$ cat config.mk
export PLATFORM = sky130hd
export DESIGN_NAME = hsc_cell
export DESIGN_NICKNAME = d
export VERILOG_FILES = /design/src/hw/rtl/hsc_pkg.sv /design/src/hw/rtl/hsc_cell.sv
export SDC_FILE = /design/constraint.sdc
export NUM_CORES = 1
export LEC_CHECK = 0
export BUFFER_PORTS_ARGS = -buffer_cell sky130_fd_sc_hd__buf_4
export CAP_MARGIN = 5
export CORE_AREA = 2 2 186 188
export CTS_CLUSTER_DIAMETER = 60
export DETAILED_ROUTE_END_ITERATION = 8
export DIE_AREA = 0 0 188 190
export PLACE_DENSITY = 0.83
export SYNTH_ARGS = -nofsm -noshare
export SYNTH_HDL_FRONTEND = slang
export SYNTH_SLANG_ARGS = --single-unit
$ cat constraint.sdc
create_clock -name clk -period 10.9 [get_ports clk]
set_clock_uncertainty 0.15 [all_clocks]
set_input_delay 0.545 -clock clk [delete_from_list [all_inputs] [get_ports clk]]
set_output_delay 0.545 -clock clk [all_outputs]
set_load 0.1 [all_outputs]
$ cat src/hw/rtl/hsc_pkg.sv
// ----------------------------------------------------------------------------
// hsc_pkg: shared types and constants for the heading slew block
// Angle formats, CORDIC lane layout, arctangent constants and bearing rounding.
// ----------------------------------------------------------------------------
package hsc_pkg;

  // cordic length and accumulator width (one turn = 2^ANGLE_BITS)
  localparam int CORDIC_STAGES = 16;
  localparam int ANGLE_BITS    = 16;

  // coordinate scaling inside the cordic
  localparam int COORD_FRAC = 24;
  // 17-bit differences, growth below 2.4, sign bit
  localparam int CW         = COORD_FRAC + 21;
  localparam int SIDX_W     = $clog2(CORDIC_STAGES);
  localparam int TABLE_LEN  = 24;

  // gain factor, Q1.20 clamped at one
  localparam int FACT_W = 21;
  localparam logic [FACT_W-1:0] ONE_Q20 = FACT_W'(1) << 20;

  // product of magnitude and factor
  localparam int PROD_W = 16 + FACT_W;

  // bearing rounding shifts
  localparam int BRG_UP = (ANGLE_BITS < 16) ? (16 - ANGLE_BITS) : 0;
  localparam int BRG_DN = (ANGLE_BITS > 16) ? (ANGLE_BITS - 16) : 1;

  // half turn in accumulator units
  localparam logic [ANGLE_BITS-1:0] HALF_TURN = ANGLE_BITS'(1) << (ANGLE_BITS - 1);

  // atan(2^-i) in units of 2^-32 turn
  localparam logic [31:0] ATAN_TURN32 [TABLE_LEN] = '{
    32'd536870912, 32'd316933406, 32'd167458907, 32'd85004756,
    32'd42667331,  32'd21354465,  32'd10679838,  32'd5340245,
    32'd2670163,   32'd1335087,   32'd667544,    32'd333772,
    32'd166886,    32'd83443,     32'd41722,     32'd20861,
    32'd10430,     32'd5215,      32'd2608,      32'd1304,
    32'd652,       32'd326,       32'd163,       32'd81
  };

  // one item travelling down the cordic chain
  typedef struct packed {
    logic signed [CW-1:0]   x;
    logic signed [CW-1:0]   y;
    logic [ANGLE_BITS-1:0]  z;
    logic [15:0]            heading;
    logic [FACT_W-1:0]      factor;
    logic                   same;
  } lane_t;

  // arctangent constant rounded half up to the accumulator width
  function automatic logic [ANGLE_BITS-1:0] atan_const(input logic [4:0] idx);
    logic [32:0] t;
    t = 33'd0;
    if (idx < 5'(TABLE_LEN)) begin
      t = {1'b0, ATAN_TURN32[idx]} + (33'd1 << (32 - ANGLE_BITS - 1));
    end
    return ANGLE_BITS'(t >> (32 - ANGLE_BITS));
  endfunction

  // accumulator angle to a 16-bit binary angle, rounding half up when the accumulator is wider
  function automatic logic [15:0] bearing16(input logic [ANGLE_BITS-1:0] z);
    logic [24:0] w;
    w = 25'(z);
    if (ANGLE_BITS <= 16) begin
      return 16'(w << BRG_UP);
    end
    return 16'((w + (25'd1 << (BRG_DN - 1))) >> BRG_DN);
  endfunction

endpackage

$ cat src/hw/rtl/hsc_cell.sv
// ----------------------------------------------------------------------------
// hsc_cell: one vectoring CORDIC iteration
// Rotates the vector toward the x axis by atan(2^-i) and updates the angle.
// ----------------------------------------------------------------------------
module hsc_cell (
  input  logic                        clk,
  input  logic                        rst_n,
  input  logic [hsc_pkg::SIDX_W-1:0]  stage_idx,
  input  logic                        up_valid,
  output logic                        up_ready,
  input  hsc_pkg::lane_t              up_lane,
  output logic                        dn_valid,
  output hsc_pkg::lane_t              dn_lane,
  input  logic                        dn_ready
);
  import hsc_pkg::*;

  logic                  valid_r;
  lane_t                 lane_r;
  lane_t                 lane_nxt;
  logic signed [CW-1:0]  xs;
  logic signed [CW-1:0]  ys;
  logic [ANGLE_BITS-1:0] ang;
  logic                  advance;

  assign advance  = !valid_r || dn_ready;
  assign up_ready = advance;

  // micro-rotation, clockwise when y is non-negative
  always_comb begin
    lane_nxt = up_lane;
    xs       = up_lane.x >>> stage_idx;
    ys       = up_lane.y >>> stage_idx;
    ang      = atan_const(5'(stage_idx));
    if (!up_lane.y[CW-1]) begin
      lane_nxt.x = up_lane.x + ys;
      lane_nxt.y = up_lane.y - xs;
      lane_nxt.z = up_lane.z + ang;
    end else begin
      lane_nxt.x = up_lane.x - ys;
      lane_nxt.y = up_lane.y + xs;
      lane_nxt.z = up_lane.z - ang;
    end
  end

  // stage register
  always_ff @(posedge clk) begin
    if (!rst_n) begin
      valid_r <= 1'b0;
    end else if (advance) begin
      valid_r <= up_valid;
    end
  end

  always_ff @(posedge clk) begin
    if (advance && up_valid) begin
      lane_r <= lane_nxt;
    end
  end

  assign dn_valid = valid_r;
  assign dn_lane  = lane_r;

endmodule

==> run metrics <==
Max-cap violations=0; global placer's final weighted congestion=0.943; crit path max fanout=70; Power per Cell Area=170 nW/um^2; drt wl/cell=20.4 um; Area Growth Syn to Fin=16.3%; CP Class=input port to register; Post-CTS Hold Buffers=0; Sequential Power Share=0.225; Synth Area in Compound Gates=0.192; register area share after synthesis=0.238; Yosys top cell area share=0.237; clock latency on the worst-skew pair=450 ps; cell taking the most area after synthesis=edfxtp_1; # rows=68; CTS Sinks=145; drt pass-1 iters=5; Buf+Inv Stages, Crit Path=2; most frequent cell after synthesis=nand2_1; routed vias/inst=6.43; count of cell types in the netlist=93; worst hold path type=input port to register; top post-synthesis cells by area=edfxtp_1, mux4_2, ha_1; initial antenna violation count=2; NetSw=0.00184 W; drt drc=0; largest net degree at the start of global routing=92; initial core utilization=0.537; Top FF cell, synth=edfxtp_1; Cell Area, Placed=20600 um^2; CTS tree=yes; placed insts=2643; Comb power frac=0.612; CTS root buf=clkbuf_16; run status=complete, no violations; fin crit share=0.638; Die Span X=188 um; I/O Buffers=297; Pint=0.00177 W; leakage power=8.75 nW; DR vias=17200; Post-Synth Simple-Gate Area=0.163; n_diodes=0; Die H=190 um; CP max stage cell=buf_4; total negative slack=0 ps; nets@finish=2486; DIE AREA=35700 um^2; CP dominant cell by count=a21oi_1; maximum vdd drop=150 uV; H-tree depth=4; post-synthesis mux area share=0.188; Post-synth EDFFs=144; Cell Area, Synth=18200 um^2; synthesized flop and latch total=145; post-DP HPWL=41600 um; final cell count without fillers=2675; clk buf depth=2; CTS-repair resized insts=0; CP cell instances=buf_4 > buf_4 > mux4_2 > a2111oi_0 > a21oi_1 > o32ai_1 > and2_1 > and2_1 > a21oi_1 > xnor2_1 > ha_1 > and3_1 > a211oi_1 > a32oi_1 > o2bb2ai_1 > a31oi_1 > o21ai_0 > a31oi_1 > o21ai_0 > a21oi_1 > xnor2_1; post-route design area=21200 um^2; Synth async-reset ratio=0; Syn Area/Cell=9.19 um^2; GRT Total Usage=0.301; final setup vio count=0; GRT overflow=0; CP startpoint kind=input port; Worst Tran Pin Value=1170 ps; Total Power=0.00361 W; vias in the first global route=16400; num ports=298; Crit path max-delay family=compound AO/OA/AOI/OAI gates; unrepaired setup endpoints after global routing=false; Slew Viols, Final=0; minimum clock period=6950 ps; Clock Power Share=0.163; layout cells sized above 1=0.227; antenna-violating nets left=0; worst rel slew slack=0.221; CTS Buf Count=17; Fillers=2845; critical path arrival=7010 ps; total of warnings raised by yosys=0; switching part of the total=0.509; top cells by count, synth=nand2_1, a21oi_1, edfxtp_1; FMAX=144 MHz; Worst Path Required=10950 ps; post-synthesis adder-cell area fraction=0.0883; syn_nets=2264; Post-CTS Setup Repair Bufs=0; global-route wire length before repair=85900 um; final hold vios=0; synthesized instance count=1985; CP endpoint kind=register; clock transition at the registers of the reported paths=70 ps; max incr delay on CP=740 ps; xor/xnor share of the synthesized area=0.0898; largest family of logic cells by synthesized area=compound AO/OA/AOI/OAI gates; Core Footprint=33900 um^2; Initial DRC Count=1774; total routed wirelength=54600 um
-- placed cells by master (no fill, tap or decap), types with 42 or more instances in the layout --
master	instances
inv_1	61
a21oi_1	175
edfxtp_1	144
a21o_1	46
nor3_1	46
o21ai_0	103
a31oi_1	42
mux2i_1	54
ha_1	124
nand2_1	205
nor2_1	139
buf_4	306
mux4_2	91
xnor2_1	125
xor2_1	62
-- cell families after synthesis --
| group | after synthesis |
|---|---|
| compound gates | 545 |
| xor+xnor | 187 |
| fa+ha+maj | 127 |
| buf+inv | 170 |
| flops | 145 |
| mux | 202 |
| simple gates | 609 |
-- state kept, by name, summed over array words and instances (netlist names) --
register,cells
dn_valid,1
dn_lane,144
-- stage by stage --
stage	hold slack [ps]	worst slack, ps	util
floorplan	494	4220	-
global placement	377	3780	0.608
detailed placement	406	3680	0.608
CTS	96.6	4130	0.625
global route	97.0	3440	0.625
finish	113	3950	0.625
-- worst reg2reg max path, delay by kind of cell (launching register included) --
family / cells / cell delay (ps)
AND/OR/NAND/NOR: 2 / 720
flip-flops: 1 / 320
buffers and inverters: 1 / 1010
-- metal layers --
| layer | vias to the layer above | share of wire | global-route usage |
|---|---|---|---|
| met2 | 932 | 0.46 | 0.482 |
| met3 | 146 | 0.092 | 0.0577 |
| met4 | 0 | 0.032 | 0.117 |
| met1 | 8132 | 0.42 | 0.403 |
| met5 | - | 0 | 0 |
| li1 | 7989 | - | - |
-- final timing paths --
check                    start  depth (start not counted)     endpoint  slack [ps]
hold / removal     up_lane[16]                          1  dn_lane[16]         110
setup reg to reg      dn_valid                          3  dn_lane[66]        8230
hold reg to reg       dn_valid                          2     dn_valid         420
setup / recovery  stage_idx[3]                         21  dn_lane[92]        3950
-- power groups by stage --
stage / logic [W] / registers [W] / clock network (W)
final: 0.00221 / 0.000811 / 0.000590
after CTS: 0.00219 / 0.000812 / 0.000600
after global placement: 0.00216 / 0.000820 / 0
after floorplan: 0.000959 / 0.00159 / 0
after detailed placement: 0.00218 / 0.000822 / 0
after global routing: 0.00235 / 0.000821 / 0.000619
-- area by class of cell --
class / count / area (um^2) / area share
Clock buffer: 17 / 425 / 0.0201
Clock inverter: 15 / 149 / 0.00702
Inverter: 66 / 248 / 0.0117
Multi-Input combinational cell: 1670 / 13200 / 0.621
Sequential cell: 145 / 4340 / 0.205
Tap cell: 455 / 569 / 0.0268
Timing Repair Buffer: 307 / 2310 / 0.109
Power figures use the tool's default switching activity.
