--- src/hw/rtl/hsc_pkg.sv ---
// ----------------------------------------------------------------------------
// hsc_pkg: shared types and constants for the heading slew block
// Angle formats, CORDIC lane layout, arctangent constants and bearing rounding.
// ----------------------------------------------------------------------------
package hsc_pkg;

  // cordic length and accumulator width (one turn = 2^ANGLE_BITS)
  localparam int CORDIC_STAGES = 16;
  localparam int ANGLE_BITS    = 16;

  // coordinate scaling inside the cordic
  localparam int COORD_FRAC = 24;
  // 17-bit differences, growth below 2.4, sign bit
  localparam int CW         = COORD_FRAC + 21;
  localparam int SIDX_W     = $clog2(CORDIC_STAGES);
  localparam int TABLE_LEN  = 24;

  // gain factor, Q1.20 clamped at one
  localparam int FACT_W = 21;
  localparam logic [FACT_W-1:0] ONE_Q20 = FACT_W'(1) << 20;

  // product of magnitude and factor
  localparam int PROD_W = 16 + FACT_W;

  // bearing rounding shifts
  localparam int BRG_UP = (ANGLE_BITS < 16) ? (16 - ANGLE_BITS) : 0;
  localparam int BRG_DN = (ANGLE_BITS > 16) ? (ANGLE_BITS - 16) : 1;

  // half turn in accumulator units
  localparam logic [ANGLE_BITS-1:0] HALF_TURN = ANGLE_BITS'(1) << (ANGLE_BITS - 1);

  // atan(2^-i) in units of 2^-32 turn
  localparam logic [31:0] ATAN_TURN32 [TABLE_LEN] = '{
    32'd536870912, 32'd316933406, 32'd167458907, 32'd85004756,
    32'd42667331,  32'd21354465,  32'd10679838,  32'd5340245,
    32'd2670163,   32'd1335087,   32'd667544,    32'd333772,
    32'd166886,    32'd83443,     32'd41722,     32'd20861,
    32'd10430,     32'd5215,      32'd2608,      32'd1304,
    32'd652,       32'd326,       32'd163,       32'd81
  };

  // one item travelling down the cordic chain
  typedef struct packed {
    logic signed [CW-1:0]   x;
    logic signed [CW-1:0]   y;
    logic [ANGLE_BITS-1:0]  z;
    logic [15:0]            heading;
    logic [FACT_W-1:0]      factor;
    logic                   same;
  } lane_t;

  // arctangent constant rounded half up to the accumulator width
  function automatic logic [ANGLE_BITS-1:0] atan_const(input logic [4:0] idx);
    logic [32:0] t;
    t = 33'd0;
    if (idx < 5'(TABLE_LEN)) begin
      t = {1'b0, ATAN_TURN32[idx]} + (33'd1 << (32 - ANGLE_BITS - 1));
    end
    return ANGLE_BITS'(t >> (32 - ANGLE_BITS));
  endfunction

  // accumulator angle to a 16-bit binary angle, rounding half up when the accumulator is wider
  function automatic logic [15:0] bearing16(input logic [ANGLE_BITS-1:0] z);
    logic [24:0] w;
    w = 25'(z);
    if (ANGLE_BITS <= 16) begin
      return 16'(w << BRG_UP);
    end
    return 16'((w + (25'd1 << (BRG_DN - 1))) >> BRG_DN);
  endfunction

endpackage

--- src/hw/rtl/hsc_finish.sv ---
// ----------------------------------------------------------------------------
// hsc_finish: heading update after the CORDIC
// Shortest signed difference, gain multiply, rounding and output register.
// ----------------------------------------------------------------------------
module hsc_finish (
  input  logic             clk,
  input  logic             rst_n,
  input  logic             up_valid,
  output logic             up_ready,
  input  hsc_pkg::lane_t   up_lane,
  output logic             out_valid,
  output logic [15:0]      out_new_heading,
  input  logic             out_stall
);
  import hsc_pkg::*;

  logic              va_r, vb_r, vc_r;
  logic              ra, rb, rc;
  logic [15:0]       bearing;
  logic [15:0]       diff;
  logic              neg_nxt;
  logic [15:0]       mag_nxt;
  logic [15:0]       mag_r;
  logic              neg_a_r, same_a_r;
  logic [15:0]       head_a_r;
  logic [FACT_W-1:0] fact_a_r;
  logic [PROD_W-1:0] prod_r;
  logic              neg_b_r, same_b_r;
  logic [15:0]       head_b_r;
  logic [PROD_W-1:0] rsum;
  logic [15:0]       step;
  logic [15:0]       res_nxt;
  logic [15:0]       res_r;

  assign rc       = !vc_r || !out_stall;
  assign rb       = !vb_r || rc;
  assign ra       = !va_r || rb;
  assign up_ready = ra;

  // shortest signed difference, exactly half a turn counts as positive
  always_comb begin
    bearing = bearing16(up_lane.z);
    diff    = bearing - up_lane.heading;
    neg_nxt = diff > 16'h8000;
    mag_nxt = neg_nxt ? (16'd0 - diff) : diff;
  end

  // rounded step, half away from zero
  always_comb begin
    rsum = prod_r + (PROD_W'(1) << 19);
    step = 16'(rsum >> 20);
    if (same_b_r) begin
      res_nxt = head_b_r;
    end else if (neg_b_r) begin
      res_nxt = head_b_r - step;
    end else begin
      res_nxt = head_b_r + step;
    end
  end

  // valid flags of the three stages
  always_ff @(posedge clk) begin
    if (!rst_n) begin
      va_r <= 1'b0;
      vb_r <= 1'b0;
      vc_r <= 1'b0;
    end else begin
      if (ra) begin
        va_r <= up_valid;
      end
      if (rb) begin
        vb_r <= va_r;
      end
      if (rc) begin
        vc_r <= vb_r;
      end
    end
  end

  // difference stage
  always_ff @(posedge clk) begin
    if (ra && up_valid) begin
      mag_r    <= mag_nxt;
      neg_a_r  <= neg_nxt;
      same_a_r <= up_lane.same;
      head_a_r <= up_lane.heading;
      fact_a_r <= up_lane.factor;
    end
  end

  // gain multiply stage
  always_ff @(posedge clk) begin
    if (rb && va_r) begin
      prod_r   <= PROD_W'(mag_r) * PROD_W'(fact_a_r);
      neg_b_r  <= neg_a_r;
      same_b_r <= same_a_r;
      head_b_r <= head_a_r;
    end
  end

  // output register
  always_ff @(posedge clk) begin
    if (rc && vb_r) begin
      res_r <= res_nxt;
    end
  end

  assign out_valid       = vc_r;
  assign out_new_heading = res_r;

  a_mag_half_turn: assert property (@(posedge clk) disable iff (!rst_n)
    va_r |-> (mag_r <= 16'h8000))
    else $error("difference magnitude above half a turn");

  a_factor_clamped: assert property (@(posedge clk) disable iff (!rst_n)
    va_r |-> (fact_a_r <= ONE_Q20))
    else $error("gain factor above one");

  a_step_bounded: assert property (@(posedge clk) disable iff (!rst_n)
    vb_r |-> (prod_r <= (PROD_W'(16'h8000) << 20)))
    else $error("scaled step exceeds half a turn");

endmodule

--- config.mk ---
export PLATFORM = sky130hd
export DESIGN_NAME = hsc_finish
export DESIGN_NICKNAME = d
export VERILOG_FILES = /design/src/hw/rtl/hsc_pkg.sv /design/src/hw/rtl/hsc_finish.sv
export SDC_FILE = /design/constraint.sdc
export NUM_CORES = 1
export LEC_CHECK = 0
export BUFFER_PORTS_ARGS = -buffer_cell sky130_fd_sc_hd__buf_4
export CELL_PAD_IN_SITES_DETAIL_PLACEMENT = 1
export CELL_PAD_IN_SITES_GLOBAL_PLACEMENT = 2
export CORE_MARGIN = 2
export CORE_UTILIZATION = 40
export CTS_BUF_LIST = sky130_fd_sc_hd__clkbuf_16
export DETAILED_ROUTE_END_ITERATION = 12
export PLACE_DENSITY = 0.82
export SYNTH_ARGS = -nofsm -noshare
export SYNTH_HDL_FRONTEND = slang
export SYNTH_SLANG_ARGS = --single-unit
--- constraint.sdc ---
create_clock -name clk -period 17.21 [get_ports clk]
set_input_delay 3.442 -clock clk [delete_from_list [all_inputs] [get_ports clk]]
set_output_delay 3.442 -clock clk [all_outputs]
set_load 0.02 [all_outputs]
==> results.yml <==
placement:
  detailed_place_hpwl_um: 32690
  place_area_mm2: 0.01730
  gp_congestion: 0.8005
  io_buffer_count: 75
timing:
  fmax_mhz: 128.5
  timing.slew.headroom: 0.2312
  timing.final.crit_share: 0.4522
  hold_viol_final: 0
  finalCriticalPeriod_ns: 7.782
  clock_skew_ns: 0.01528
  fin_tns_setup_ns: 0
  rsz0062_at_grt: "no"
  worst_pin_slew_ns: 1.151
  maxSlewViolCount: 0
  finalSetupViolations: 0
logic_synthesis:
  synth_nets: 2214
  ys_ff_latch: 109
  synth_area_mm2: 0.01614
  async_flop_share: 0
  avgSynthCellArea_um2: 9.683
  ys.flop_type: "edfxtp_1"
  synthCells: 1667
  synth_edf_count: 106
  seq_area_frac_synth: 0.2009
  yosysWarnings: 0
  synth_cell_type_count: 64
min_path:
  hp-class: "flop to flop"
routing:
  post_drt_wl_per_cell_um: 19.35
  totalWireLength_um: 43410
  final_antenna_net_count: 0
  drtIter0Drc: 527
  viasPerCell: 5.203
  firstDrtPassIters: 5
  vias: 11676
  route.detailed.drc: 0
global_routing:
  grt_pass1_vias: 13285
  gr-total-overflow: 0
  grt_max_degree: 56
  grtUsageTotal: 0.2204
  antenna_found_initial: 1
  grt_pass1_wl_um: 70850
worst_setup_path:
  path_cells: "nand2_1 > fa_1 > fa_1 > fa_1 > inv_1 > fa_1 > fa_1 > inv_1 > fa_1 > inv_1 > ha_1 > a211oi_1 > o21ai_0 > o21ai_0 > o21ai_0 > a311oi_1 > o21ai_0 > a31o_2 > a2111o_1 > o211ai_1"
  slowest_delay_ns: 1.06
  slowest_stage: "edfxtp_1"
  crit_family: "adder cells"
  worstSetupPathType: "flop to flop"
  crit_arrival_ns: 8.02
  required_ns: 17.45
  path_max_fanout: 21
  cp-end-kind: "flop"
  crit_top_cell: "fa_1"
  cp-start-kind: "flop"
  crit_buf_inv: 3
status:
  status: "finished, final reports clean"
die:
  dieWidth_um: 204.9
  num_rows: 73
  dieArea_mm2: 0.04198
  fp.dieH_um: 204.9
  core_area_mm2: 0.03982
  design.portCount: 166
  initial_core_util: 0.4053
final_layout:
  drive_above_1_share: 0.07392
  fin_area_mm2: 0.01759
  seq_area_mm2: 0.003243
  post-route-util: 0.4417
  num-nets-final: 2260
  fillers: 4575
  multi_input_area_mm2: 0.01147
  area_growth_pct: 8.968
clock_tree:
  clock-sinks: 109
  postCtsSetupBuffers: 0
  cts-resized-gates: 0
  cts_inserted_buffers: 9
  root_buffer: "clkbuf_16"
  cts.path.max_buffers: 2
  tritoncts: "done"
  clkLatencyLatePin_ns: 0.40
  holdBufCountCts: 0
  htree_levels: 3
  clk_pin_slew_ns: 0.09
job:
  max-cap-violations: 0
registers in the layout, indices dropped and copies added (netlist names), 16 cells and up:
name / count
prod_r: 17
mag_r: 16
fact_a_r: 21
out_new_heading: 16
head_b_r: 16
head_a_r: 16
synthesized netlist by cell type (all sizes together), types with 10 or more instances:
master / count / area (µm²)
xor2: 30 / 262.8
nand3: 16 / 80.08
nor3: 14 / 70.07
xnor2: 55 / 481.7
ha: 135 / 1689
a31oi: 14 / 87.58
edfxtp: 106 / 3183
and2: 157 / 982.2
clkbuf: 60 / 225.2
fa: 264 / 5285
o21ai: 37 / 185.2
nor2b: 10 / 62.56
inv: 319 / 1197
and3: 11 / 68.82
nand4: 11 / 68.82
nor2: 42 / 157.7
a21oi: 44 / 235.2
nand2: 219 / 822.0
metal layers:
layer / GRT usage / vias up / share of wire / wire length, µm
met3: 0.02736 / 67 / 0.035 / 1529
met4: 0.05473 / 0 / 0.019 / 804
met2: 0.3855 / 204 / 0.50 / 21800
met1: 0.2898 / 6052 / 0.44 / 19280
li1: - / 5353 / - / -
met5: 0 / - / 0 / 0
path summary, 6_finish.rpt:
kind / depth (start not counted) / end / from / slack (ns)
hold / removal: 0 / head_b_r[15] / head_a_r[15] / 0.42
hold reg to reg: 0 / head_b_r[15] / head_a_r[15] / 0.42
setup / recovery: 20 / prod_r[35] / mag_r[1] / 9.43
setup reg to reg: 20 / prod_r[35] / mag_r[1] / 9.43
per-stage QoR:
| step | setup WS (ns) | instances | hold WS (ns) |
|---|---|---|---|
| final | 9.428 | 2244 | 0.4217 |
| after global routing | 9.002 | 2243 | 0.4289 |
| after CTS | 9.330 | 2243 | 0.4244 |
| after detailed placement | 9.400 | 2227 | 0.4063 |
| after global placement | 9.467 | 2227 | 0.4031 |
| after floorplan | 9.954 | 1667 | 0.4003 |
placed cells by master, fill, tap and decap left out, types with 4 or more instances in the layout:
cell	n
inv_1	319
fa_1	264
nand2_1	219
and2_1	156
ha_1	135
edfxtp_1	106
buf_4	98
xnor2_1	55
a21oi_1	42
nor2_1	42
o21ai_0	35
xor2_1	30
nand3_1	16
a31oi_1	14
nor3_1	14
nand4_1	11
and3_1	11
o21a_1	9
nor2b_1	9
or3_1	9
nor4_1	9
clkbuf_16	9
nand2b_1	8
a211oi_1	7
o211ai_1	7
a21o_1	6
o31ai_1	6
o21bai_1	5
and4_1	4
area by class of cell:
type	count	area share
diodes	1	0.0001423
clock buffers	9	0.01280
clock inverters	7	0.003272
inverters	319	0.06808
multi-input cells	1176	0.6522
flip-flops and latches	109	0.1844
well taps	525	0.03735
repair buffers	98	0.04183
cells by family (layout without fill, tap and decap cells):
group,after synthesis,after routing,synth area share
AND/OR/NAND/NOR,520,520,0.1604
adder cells (fa/ha/maj),399,399,0.4321
buffers and inverters,382,433,0.08899
flip-flops,109,109,0.2009
XOR/XNOR,85,85,0.04612
other,0,1,0
AO/OA/AOI/OAI,168,168,0.06891
multiplexers,4,4,0.002635
Power is left out: the tool's default activity adds up to more than one toggle a clock period on the data nets, which glitch-free logic cannot reach.
