==> src/hw/rtl/hsc_pkg.sv <==
// ----------------------------------------------------------------------------
// hsc_pkg: shared types and constants for the heading slew block
// Angle formats, CORDIC lane layout, arctangent constants and bearing rounding.
// ----------------------------------------------------------------------------
package hsc_pkg;

  // cordic length and accumulator width (one turn = 2^ANGLE_BITS)
  localparam int CORDIC_STAGES = 16;
  localparam int ANGLE_BITS    = 16;

  // coordinate scaling inside the cordic
  localparam int COORD_FRAC = 24;
  // 17-bit differences, growth below 2.4, sign bit
  localparam int CW         = COORD_FRAC + 21;
  localparam int SIDX_W     = $clog2(CORDIC_STAGES);
  localparam int TABLE_LEN  = 24;

  // gain factor, Q1.20 clamped at one
  localparam int FACT_W = 21;
  localparam logic [FACT_W-1:0] ONE_Q20 = FACT_W'(1) << 20;

  // product of magnitude and factor
  localparam int PROD_W = 16 + FACT_W;

  // bearing rounding shifts
  localparam int BRG_UP = (ANGLE_BITS < 16) ? (16 - ANGLE_BITS) : 0;
  localparam int BRG_DN = (ANGLE_BITS > 16) ? (ANGLE_BITS - 16) : 1;

  // half turn in accumulator units
  localparam logic [ANGLE_BITS-1:0] HALF_TURN = ANGLE_BITS'(1) << (ANGLE_BITS - 1);

  // atan(2^-i) in units of 2^-32 turn
  localparam logic [31:0] ATAN_TURN32 [TABLE_LEN] = '{
    32'd536870912, 32'd316933406, 32'd167458907, 32'd85004756,
    32'd42667331,  32'd21354465,  32'd10679838,  32'd5340245,
    32'd2670163,   32'd1335087,   32'd667544,    32'd333772,
    32'd166886,    32'd83443,     32'd41722,     32'd20861,
    32'd10430,     32'd5215,      32'd2608,      32'd1304,
    32'd652,       32'd326,       32'd163,       32'd81
  };

  // one item travelling down the cordic chain
  typedef struct packed {
    logic signed [CW-1:0]   x;
    logic signed [CW-1:0]   y;
    logic [ANGLE_BITS-1:0]  z;
    logic [15:0]            heading;
    logic [FACT_W-1:0]      factor;
    logic                   same;
  } lane_t;

  // arctangent constant rounded half up to the accumulator width
  function automatic logic [ANGLE_BITS-1:0] atan_const(input logic [4:0] idx);
    logic [32:0] t;
    t = 33'd0;
    if (idx < 5'(TABLE_LEN)) begin
      t = {1'b0, ATAN_TURN32[idx]} + (33'd1 << (32 - ANGLE_BITS - 1));
    end
    return ANGLE_BITS'(t >> (32 - ANGLE_BITS));
  endfunction

  // accumulator angle to a 16-bit binary angle, rounding half up when the accumulator is wider
  function automatic logic [15:0] bearing16(input logic [ANGLE_BITS-1:0] z);
    logic [24:0] w;
    w = 25'(z);
    if (ANGLE_BITS <= 16) begin
      return 16'(w << BRG_UP);
    end
    return 16'((w + (25'd1 << (BRG_DN - 1))) >> BRG_DN);
  endfunction

endpackage

==> src/hw/rtl/hsc_prep.sv <==
// ----------------------------------------------------------------------------
// hsc_prep: entry stage of the heading slew pipeline
// Forms the offset vector, folds it into the right half plane and clamps gain.
// ----------------------------------------------------------------------------
module hsc_prep (
  input  logic                 clk,
  input  logic                 rst_n,
  input  logic                 up_valid,
  output logic                 up_ready,
  input  logic signed [15:0]   aim_x,
  input  logic signed [15:0]   aim_y,
  input  logic signed [15:0]   pos_x,
  input  logic signed [15:0]   pos_y,
  input  logic [15:0]          heading,
  input  logic [15:0]          elapsed_time,
  input  logic [15:0]          turn_rate,
  output logic                 dn_valid,
  output hsc_pkg::lane_t       dn_lane,
  input  logic                 dn_ready
);
  import hsc_pkg::*;

  logic               valid_r;
  lane_t              lane_r;
  lane_t              lane_nxt;
  logic signed [16:0] dx;
  logic signed [16:0] dy;
  logic signed [16:0] xs;
  logic signed [16:0] ys;
  logic [31:0]        fprod;
  logic               advance;

  assign advance  = !valid_r || dn_ready;
  assign up_ready = advance;

  // offset vector, cordic input is x = -dy, y = dx
  always_comb begin
    dx    = {aim_x[15], aim_x} - {pos_x[15], pos_x};
    dy    = {aim_y[15], aim_y} - {pos_y[15], pos_y};
    fprod = 32'(elapsed_time) * 32'(turn_rate);
    lane_nxt.heading = heading;
    lane_nxt.same    = (dx == 17'sd0) && (dy == 17'sd0);
    lane_nxt.factor  = (fprod > 32'(ONE_Q20)) ? ONE_Q20 : FACT_W'(fprod);
    // negative x: turn by a half turn first
    if (dy > 17'sd0) begin
      xs         = dy;
      ys         = -dx;
      lane_nxt.z = HALF_TURN;
    end else begin
      xs         = -dy;
      ys         = dx;
      lane_nxt.z = '0;
    end
    lane_nxt.x = CW'(xs) <<< COORD_FRAC;
    lane_nxt.y = CW'(ys) <<< COORD_FRAC;
  end

  // stage register
  always_ff @(posedge clk) begin
    if (!rst_n) begin
      valid_r <= 1'b0;
    end else if (advance) begin
      valid_r <= up_valid;
    end
  end

  always_ff @(posedge clk) begin
    if (advance && up_valid) begin
      lane_r <= lane_nxt;
    end
  end

  assign dn_valid = valid_r;
  assign dn_lane  = lane_r;

endmodule

==> config.mk <==
export PLATFORM = sky130hd
export DESIGN_NAME = hsc_prep
export DESIGN_NICKNAME = d
export VERILOG_FILES = /design/src/hw/rtl/hsc_pkg.sv /design/src/hw/rtl/hsc_prep.sv
export SDC_FILE = /design/constraint.sdc
export NUM_CORES = 1
export LEC_CHECK = 0
export ABC_AREA = 1
export BUFFER_PORTS_ARGS = -buffer_cell sky130_fd_sc_hd__clkbuf_2
export CORE_ASPECT_RATIO = 2
export CORE_MARGIN = 5
export CORE_UTILIZATION = 64
export DETAILED_ROUTE_END_ITERATION = 8
export MAX_ROUTING_LAYER = met4
export PLACE_DENSITY = 0.89
export SLEW_MARGIN = 40
export SYNTH_ARGS = -nofsm -noshare
export SYNTH_HDL_FRONTEND = slang
export SYNTH_SLANG_ARGS = --single-unit
==> constraint.sdc <==
create_clock -name clk -period 16.3 [get_ports clk]
set_input_delay 0 -clock clk [delete_from_list [all_inputs] [get_ports clk]]
set_output_delay 0 -clock clk [all_outputs]
set_load 0.005 [all_outputs]
==> results.tsv, run 1 <==
stage	metric	value	unit
setup_path	crit path to	dn_lane[20]$_SDFFCE_PN0P_	
sta	post-route setup TNS	0	ns
global_routing	total track usage	32.03	%
place	pre-CTS WS	9.620	ns
place	gpl congestion	0.9747	
floorplanning	chip height	229.2	um
floorplanning	IO Count	262	
setup_path	WP data arrival	6.50	ns
place	Post-DP HPWL	36040	um
setup_path	slowest CP cell	fa_1	
power	sw frac	59.86	%
clocking	CTS tree	built	
setup_path	required time of the critical path	16.48	ns
sta	Tcrit/Tclk final	38.75	%
logic_synthesis	Yosys cell types	43	
power	P per Cell Area	217.1	nW/um^2
global_routing	global-route wire length before repair	68110	um
setup_path	CP dominant cell by count	fa_1	
power	Max VDD drop	0.1674	mV
power	combinational share of power	87.2	%
setup_path	Critical Path End Type	register	
clocking	CTS sink count	74	
drt	Starting DRT DRC Count	760	
layout	fin util	69.85	%
setup_path	Crit Path Category	input pin to register	
drt	DRC viols	0	
power	leakage power total	0.009922	uW
global_routing	gr ovfl total	0	
sta	RSZ-0062 raised after global routing	false	
sta	clock skew	0.005480	ns
drt	Pre-antenna DRT Iters	6	
setup_path	R2R Setup Slk	14.36	ns
layout	Final #Nets	2743	
min_path	Hold Crit Class	input pin to register	
sta	Final min period	6.316	ns
layout	leading cell types in the layout, fill and taps excluded	666 x nand2_1, 518 x inv_1, 198 x clkbuf_2	
power	sequential share of power	6.9	%
floorplanning	initial core utilization	64.53	%
clocking	clock root buffer	clkbuf_16	
sta	relative slew slack	48.43	%
drt	Final ANT Viol Nets	0	
setup_path	Worst Setup Start Kind	input pin	
sta	final setup fails	0	
layout	layout cell share with drive strength beyond 1	10.54	%
setup_path	Crit path max-delay family	adder cells	
drt	Wirelength per Cell	16.15	um
floorplanning	DIE WIDTH	119.6	um
floorplanning	Core ar.	23820	um^2
clocking	H-tree depth	3	
sta	final hold slack	0.09459	ns
place	Port Buffers	198	
sta	Hold Vio Cnt, Final	0	
floorplanning	Die Area	27410	um^2
logic_synthesis	top cell type's share of synthesized area	25.52	%
sta	slack of the critical path	9.984	ns
clocking	Post-CTS Setup Inserts	0	
setup_path	Worst Path Max Fanout	20	
clocking	Worst-path clk slew	0.06	ns
power	NetSw	2162	uW
setup_path	CP max stage delay	0.58	ns
setup_path	CP Depth	25	
global_routing	pin count of the biggest net entering global routing	60	
clocking	worst skew pair latency	0.35	ns
global_routing	initial antenna violation count	0	
logic_synthesis	Seq/Total Area, Yosys	14.39	%
drt	vias	13800	
sta	FMAX	158.3	MHz
logic_synthesis	Yosys top cell by area	fa_1	
clocking	clk buf depth	2	
logic_synthesis	Mean Syn Cell Area	7.167	um^2
layout	Area Overhead vs Synth	8.236	%
status	status	finished clean	
setup_path	R2R Path End	dn_lane[2]$_SDFFCE_PN0P_	
min_path	WHS Path Cells	3	
logic_synthesis	Synth Register Bits	74	
run	count of max-cap constraint violations	0	
setup_path	Reg2Reg Depth	2	
global_routing	number of global-route vias before repair	14680	
setup_path	Critical Path Source	turn_rate[7]	
clocking	total clock buffers created by CTS	9	
logic_synthesis	mapped cell area	15370	um^2
sta	pins over their slew limit	0	
layout	commonest non-fill, non-tap cell in the layout	nand2_1	
layout	total inserted antenna cells	0	
floorplanning	FP Rows	80	
power	Clock Power Share	5.9	%
logic_synthesis	Syn Inst Count	2145	
power	Int Pwr	1450	uW
logic_synthesis	top cells by area, synth	fa_1 26%, nand2_1 16%, edfxtp_1 14%, inv_1 13%, ha_1 11%	
drt	detailed-route wire length	41740	um
drt	routed vias/inst	5.342	
sta	worst slew pin tran	0.7736	ns
setup_path	Buf/Inv on CP	5	
logic_synthesis	YS warnings	0	
setup_path	FF-to-FF Start	dn_valid$_SDFFE_PN0N_	
## cell families (layout without fill, tap and decap cells)
group | Yosys count | count (layout) | share of synthesized area [%]
AO/OA/AOI/OAI | 93 | 93 | 3.313
buffers and inverters | 663 | 753 | 18.05
adder cells (fa/ha/maj) | 335 | 335 | 36.84
XOR/XNOR | 40 | 40 | 2.499
flip-flops | 74 | 74 | 14.39
AND/OR/NAND/NOR | 939 | 939 | 24.89
other | 1 | 63 | 0.02439
## final cells by class
type	instances	area, um^2
clock inverter	7	82.58
multi-input combinational	1470	10630
sequential	74	2212
fill	1996	7183
timing repair buffer	217	1179
tap	287	359.1
inverter	520	1952
clock buffer	9	225.2
## metal layers
layer | share of wire, % | vias to the layer above | global-route usage [%]
li1 | - | 6506 | -
met1 | 30 | 6488 | 28.39
met2 | 57 | 593 | 61.79
met3 | 5.5 | 217 | 4.593
met4 | 6.8 | 0 | 19.65
met5 | 0 | - | -
## how the worst min path moves through the flow
stage	startpoint	end	slack [ns]
after floorplan	dn_ready	up_ready	0.1
after global placement	heading[3]	dn_lane[25]$_DFFE_PP_	0.18
after detailed placement	heading[4]	dn_lane[26]$_DFFE_PP_	0.18
after CTS	pos_y[0]	dn_lane[123]$_DFFE_PP_	0.08
after global routing	pos_x[0]	dn_lane[78]$_DFFE_PP_	0.09
final	pos_y[0]	dn_lane[123]$_DFFE_PP_	0.09
## synth_stat cells (all sizes together)
library cell / count
or2: 1
a22oi: 1
o21ai: 34
dfxtp: 1
a21boi: 1
and2: 4
clkbuf: 66
nand3b: 15
a21o: 1
nor3b: 1
fa: 196
o21a: 2
nand4: 19
nand3: 83
inv: 520
a31oi: 1
nand2: 676
xor2: 22
nor4: 1
edfxtp: 73
nor2: 125
conb: 1
a21oi: 50
ha: 139
nor3: 12
and3: 2
o21bai: 1
buf: 77
o31ai: 2
xnor2: 18
## timing repair
item                      CTS  global route
hold endpoints to repair   17             0
resized for setup           0             0
hold buffers               18             0
## sequential cells by signal, indices dropped and copies added (netlist names)
signal and flops:
dn_valid 1, dn_lane 73
## worst register-to-register path, cell delays in order (launching register included)
cell and delay [ns]:
dfxtp_1 0.35, a21oi_4 0.46, buf_4 0.70
## stage by stage
| stage | area, um^2 | total power, uW | cells |
|---|---|---|---|
| floorplan | 15610 | 2538 | 2207 |
| global placement | 16150 | 3315 | 2550 |
| detailed placement | 16150 | 3355 | 2550 |
| CTS | 16640 | 3603 | 2584 |
| global route | 16640 | 4036 | 2584 |
| finish | 16640 | 3612 | 2584 |
## power by group through the flow
stage / sequential, uW / clock (uW) / combinational, uW
3_3_place_gp: 254 / 0 / 3060
5_1_grt: 251 / 223 / 3560
2_1_floorplan: 254 / 0 / 2280
6_report: 250 / 212 / 3150
3_5_place_dp: 253 / 0 / 3100
4_1_cts: 250 / 216 / 3140
(Power assumes the default switching activity.)
==> run 2: changes to the inputs <==
CORE_UTILIZATION = 59   (was 64)
PLACE_DENSITY = 0.83   (was 0.89)
clock period = 6.4 ns   (was 16.3 ns; I/O delays follow)
==> run 2 against run 1 <==
Final cell count grew 2.3%. Sequential power increased to 2.5 times the previous value. Design area increased by 0.71%. Non-clock buffer count increased by 6. Clock skew is 0.0028 ns higher. Worst setup slack lost 9.6 ns. Die area is 7.9% higher. Critical path type unchanged.
==> results.tsv, run 2 (synthesis gave the netlist of run 1 again) <==
stage	metric	value	unit	change
status	status	finished clean		unchanged
min_path	WHS Path Cells	3		unchanged
floorplanning	Die Area	29580	um^2	was 27410 um^2
clocking	Post-CTS Resized	0		unchanged
setup_path	Critical Path End Type	register		unchanged
setup_path	slowest CP cell	fa_1		unchanged
sta	final hold slack	0.08289	ns	was 0.09459 ns
clocking	H-tree depth	3		unchanged
drt	DRC viols	0		unchanged
min_path	Hold Path Sink	dn_lane[78]$_DFFE_PP_		was dn_lane[123]$_DFFE_PP_
sta	Final min period	5.972	ns	
layout	Finished Cell Area	16760	um^2	was 16640 um^2
global_routing	total track usage	30.16	%	was 32.03%
run	count of max-cap constraint violations	0		unchanged
sta	final setup fails	0		unchanged
global_routing	gr ovfl total	0		unchanged
clocking	clk buf depth	2		unchanged
clocking	CTS tree	built		unchanged
drt	routed vias/inst	5.168		was 5.342
sta	worst slew pin tran	0.7101	ns	was 0.7736 ns
setup_path	Crit path max-delay family	adder cells		unchanged
setup_path	FF-to-FF Start	dn_valid$_SDFFE_PN0N_		unchanged
setup_path	WP data arrival	6.18	ns	was 6.50 ns
layout	commonest non-fill, non-tap cell in the layout	nand2_1		unchanged
layout	Final #Nets	2749		was 2743
power	leakage power total	0.009952	uW	was 0.009922 uW
layout	layout cell share with drive strength beyond 1	10.77	%	was 10.54%
floorplanning	IO Count	262		unchanged
drt	Wirelength per Cell	15.89	um	was 16.15 um
layout	fin util	65.07	%	was 69.85%
place	placed inst area	16260	um^2	was 16150 um^2
sta	slack of the critical path	0.4283	ns	was 9.984 ns
floorplanning	DIE WIDTH	124.1	um	was 119.6 um
setup_path	R2R Path End	dn_lane[80]$_DFFE_PP_		was dn_lane[2]$_SDFFCE_PN0P_
power	Max VDD drop	0.4325	mV	was 0.1674 mV
power	Int Pwr	3671	uW	was 1450 uW
setup_path	Worst Path Max Fanout	20		unchanged
floorplanning	chip height	238.3	um	was 229.2 um
sta	post-route setup TNS	0	ns	unchanged
power	Clock Power Share	6.0	%	was 5.9%
setup_path	Worst Setup Start Kind	input pin		unchanged
drt	vias	13660		was 13800
global_routing	global-route wire length before repair	67670	um	was 68110 um
sta	RSZ-0062 raised after global routing	false		unchanged
place	gpl congestion	0.9930		was 0.9747
floorplanning	FP Rows	83		was 80
floorplanning	initial core utilization	59.69	%	was 64.53%
drt	Pre-antenna DRT Iters	5		was 6
power	sequential share of power	7.0	%	was 6.9%
clocking	total clock buffers created by CTS	9		unchanged
sta	Tcrit/Tclk final	93.31	%	
sta	pins over their slew limit	0		unchanged
drt	Final ANT Viol Nets	0		unchanged
layout	total inserted antenna cells	0		unchanged
setup_path	R2R Setup Slk	4.39	ns	was 14.36 ns
layout	max FFs per register	73		unchanged
sta	relative slew slack	52.66	%	was 48.43%
layout	Area Overhead vs Synth	9.010	%	was 8.236%
clocking	Worst-path clk slew	0.07	ns	was 0.06 ns
min_path	Hold Crit Class	input pin to register		unchanged
power	combinational share of power	87.1	%	was 87.2%
floorplanning	Core ar.	25750	um^2	was 23820 um^2
place	pre-CTS WS	0.1585	ns	was 9.620 ns
clocking	worst skew pair latency	0.35	ns	about the same
drt	Starting DRT DRC Count	750		was 760
drt	detailed-route wire length	42000	um	was 41740 um
layout	leading cell types in the layout, fill and taps excluded	666 x nand2_1, 518 x inv_1, 198 x clkbuf_2		unchanged
sta	FMAX	167.5	MHz	
setup_path	Crit Path Category	input pin to register		unchanged
power	P per Cell Area	542.4	nW/um^2	was 217.1 nW/um^2
setup_path	Buf/Inv on CP	8		was 5
global_routing	initial antenna violation count	0		unchanged
min_path	min-delay src	pos_x[0]		was pos_y[0]
place	Port Buffers	198		unchanged
global_routing	pin count of the biggest net entering global routing	56		was 60
global_routing	number of global-route vias before repair	14500		was 14680
place	Post-DP HPWL	36420	um	was 36040 um
setup_path	CP max stage delay	0.54	ns	was 0.58 ns
setup_path	required time of the critical path	6.61	ns	was 16.48 ns
sta	clock skew	0.008313	ns	was 0.005480 ns
clocking	CTS sink count	74		unchanged
sta	Hold Vio Cnt, Final	0		unchanged
setup_path	Reg2Reg Depth	2		unchanged
power	NetSw	5418	uW	was 2162 uW
power	sw frac	59.61	%	was 59.86%
clocking	clock root buffer	clkbuf_16		unchanged
-- run 2: cell type report --
class | count | area [um^2]
multi-input cells | 1470 | 10630
clock inverters | 7 | 82.58
clock buffers | 9 | 225.2
inverters | 520 | 1952
fillers | 2338 | 8996
well taps | 340 | 425.4
repair buffers | 223 | 1231
flip-flops and latches | 74 | 2212
-- run 2: worst max-delay path by stage --
stage	from	endpoint	slack, ns	cells past startpoint
2_1_floorplan	elapsed_time[14]	dn_lane[14]$_SDFFCE_PN0P_	0.92	28
3_3_place_gp	elapsed_time[13]	dn_lane[1]$_SDFFCE_PN0P_	0.22	27
3_5_place_dp	elapsed_time[5]	dn_lane[20]$_SDFFCE_PN0P_	0.16	29
4_1_cts	elapsed_time[5]	dn_lane[15]$_SDFFCE_PN0P_	0.50	29
5_1_grt	elapsed_time[5]	dn_lane[20]$_SDFFCE_PN0P_	0.22	29
6_report	turn_rate[10]	dn_lane[15]$_SDFFCE_PN0P_	0.43	29
-- run 2: per-layer routing --
metal	GRT usage (%)	vias up	part of all wire, %
met4	19.95	0	7.6
met5	-	-	0
met2	56.77	507	57
met3	6.001	219	5.7
li1	-	6532	-
met1	25.59	6400	30
-- run 2: timing repair --
| action | 4_1_cts | 5_1_grt |
|---|---|---|
| endpoints found under the hold margin | 17 | 0 |
| hold buffers | 18 | 0 |
| setup buffers | 0 | 0 |
-- run 2: power by group through the flow --
stage,Clock [uW],Combinational (uW),Sequential [uW]
floorplan,0,5820,648
global placement,0,7780,646
detailed placement,0,7860,644
CTS,552,7950,635
global route,577,9100,639
finish,542,7910,634
-- run 2: worst register-to-register path, delay by kind of cell, from the launching register on --
kind	cells	cell delay [ns]
AOI/OAI and AO/OA	1	0.57
buffers and inverters	1	0.69
DFF	1	0.35
-- run 2: through the flow --
stage,cells,total power (uW)
after CTS,2642,9137
after detailed placement,2608,8501
after global routing,2643,10320
final,2643,9089
after global placement,2608,8421
after floorplan,2207,6464
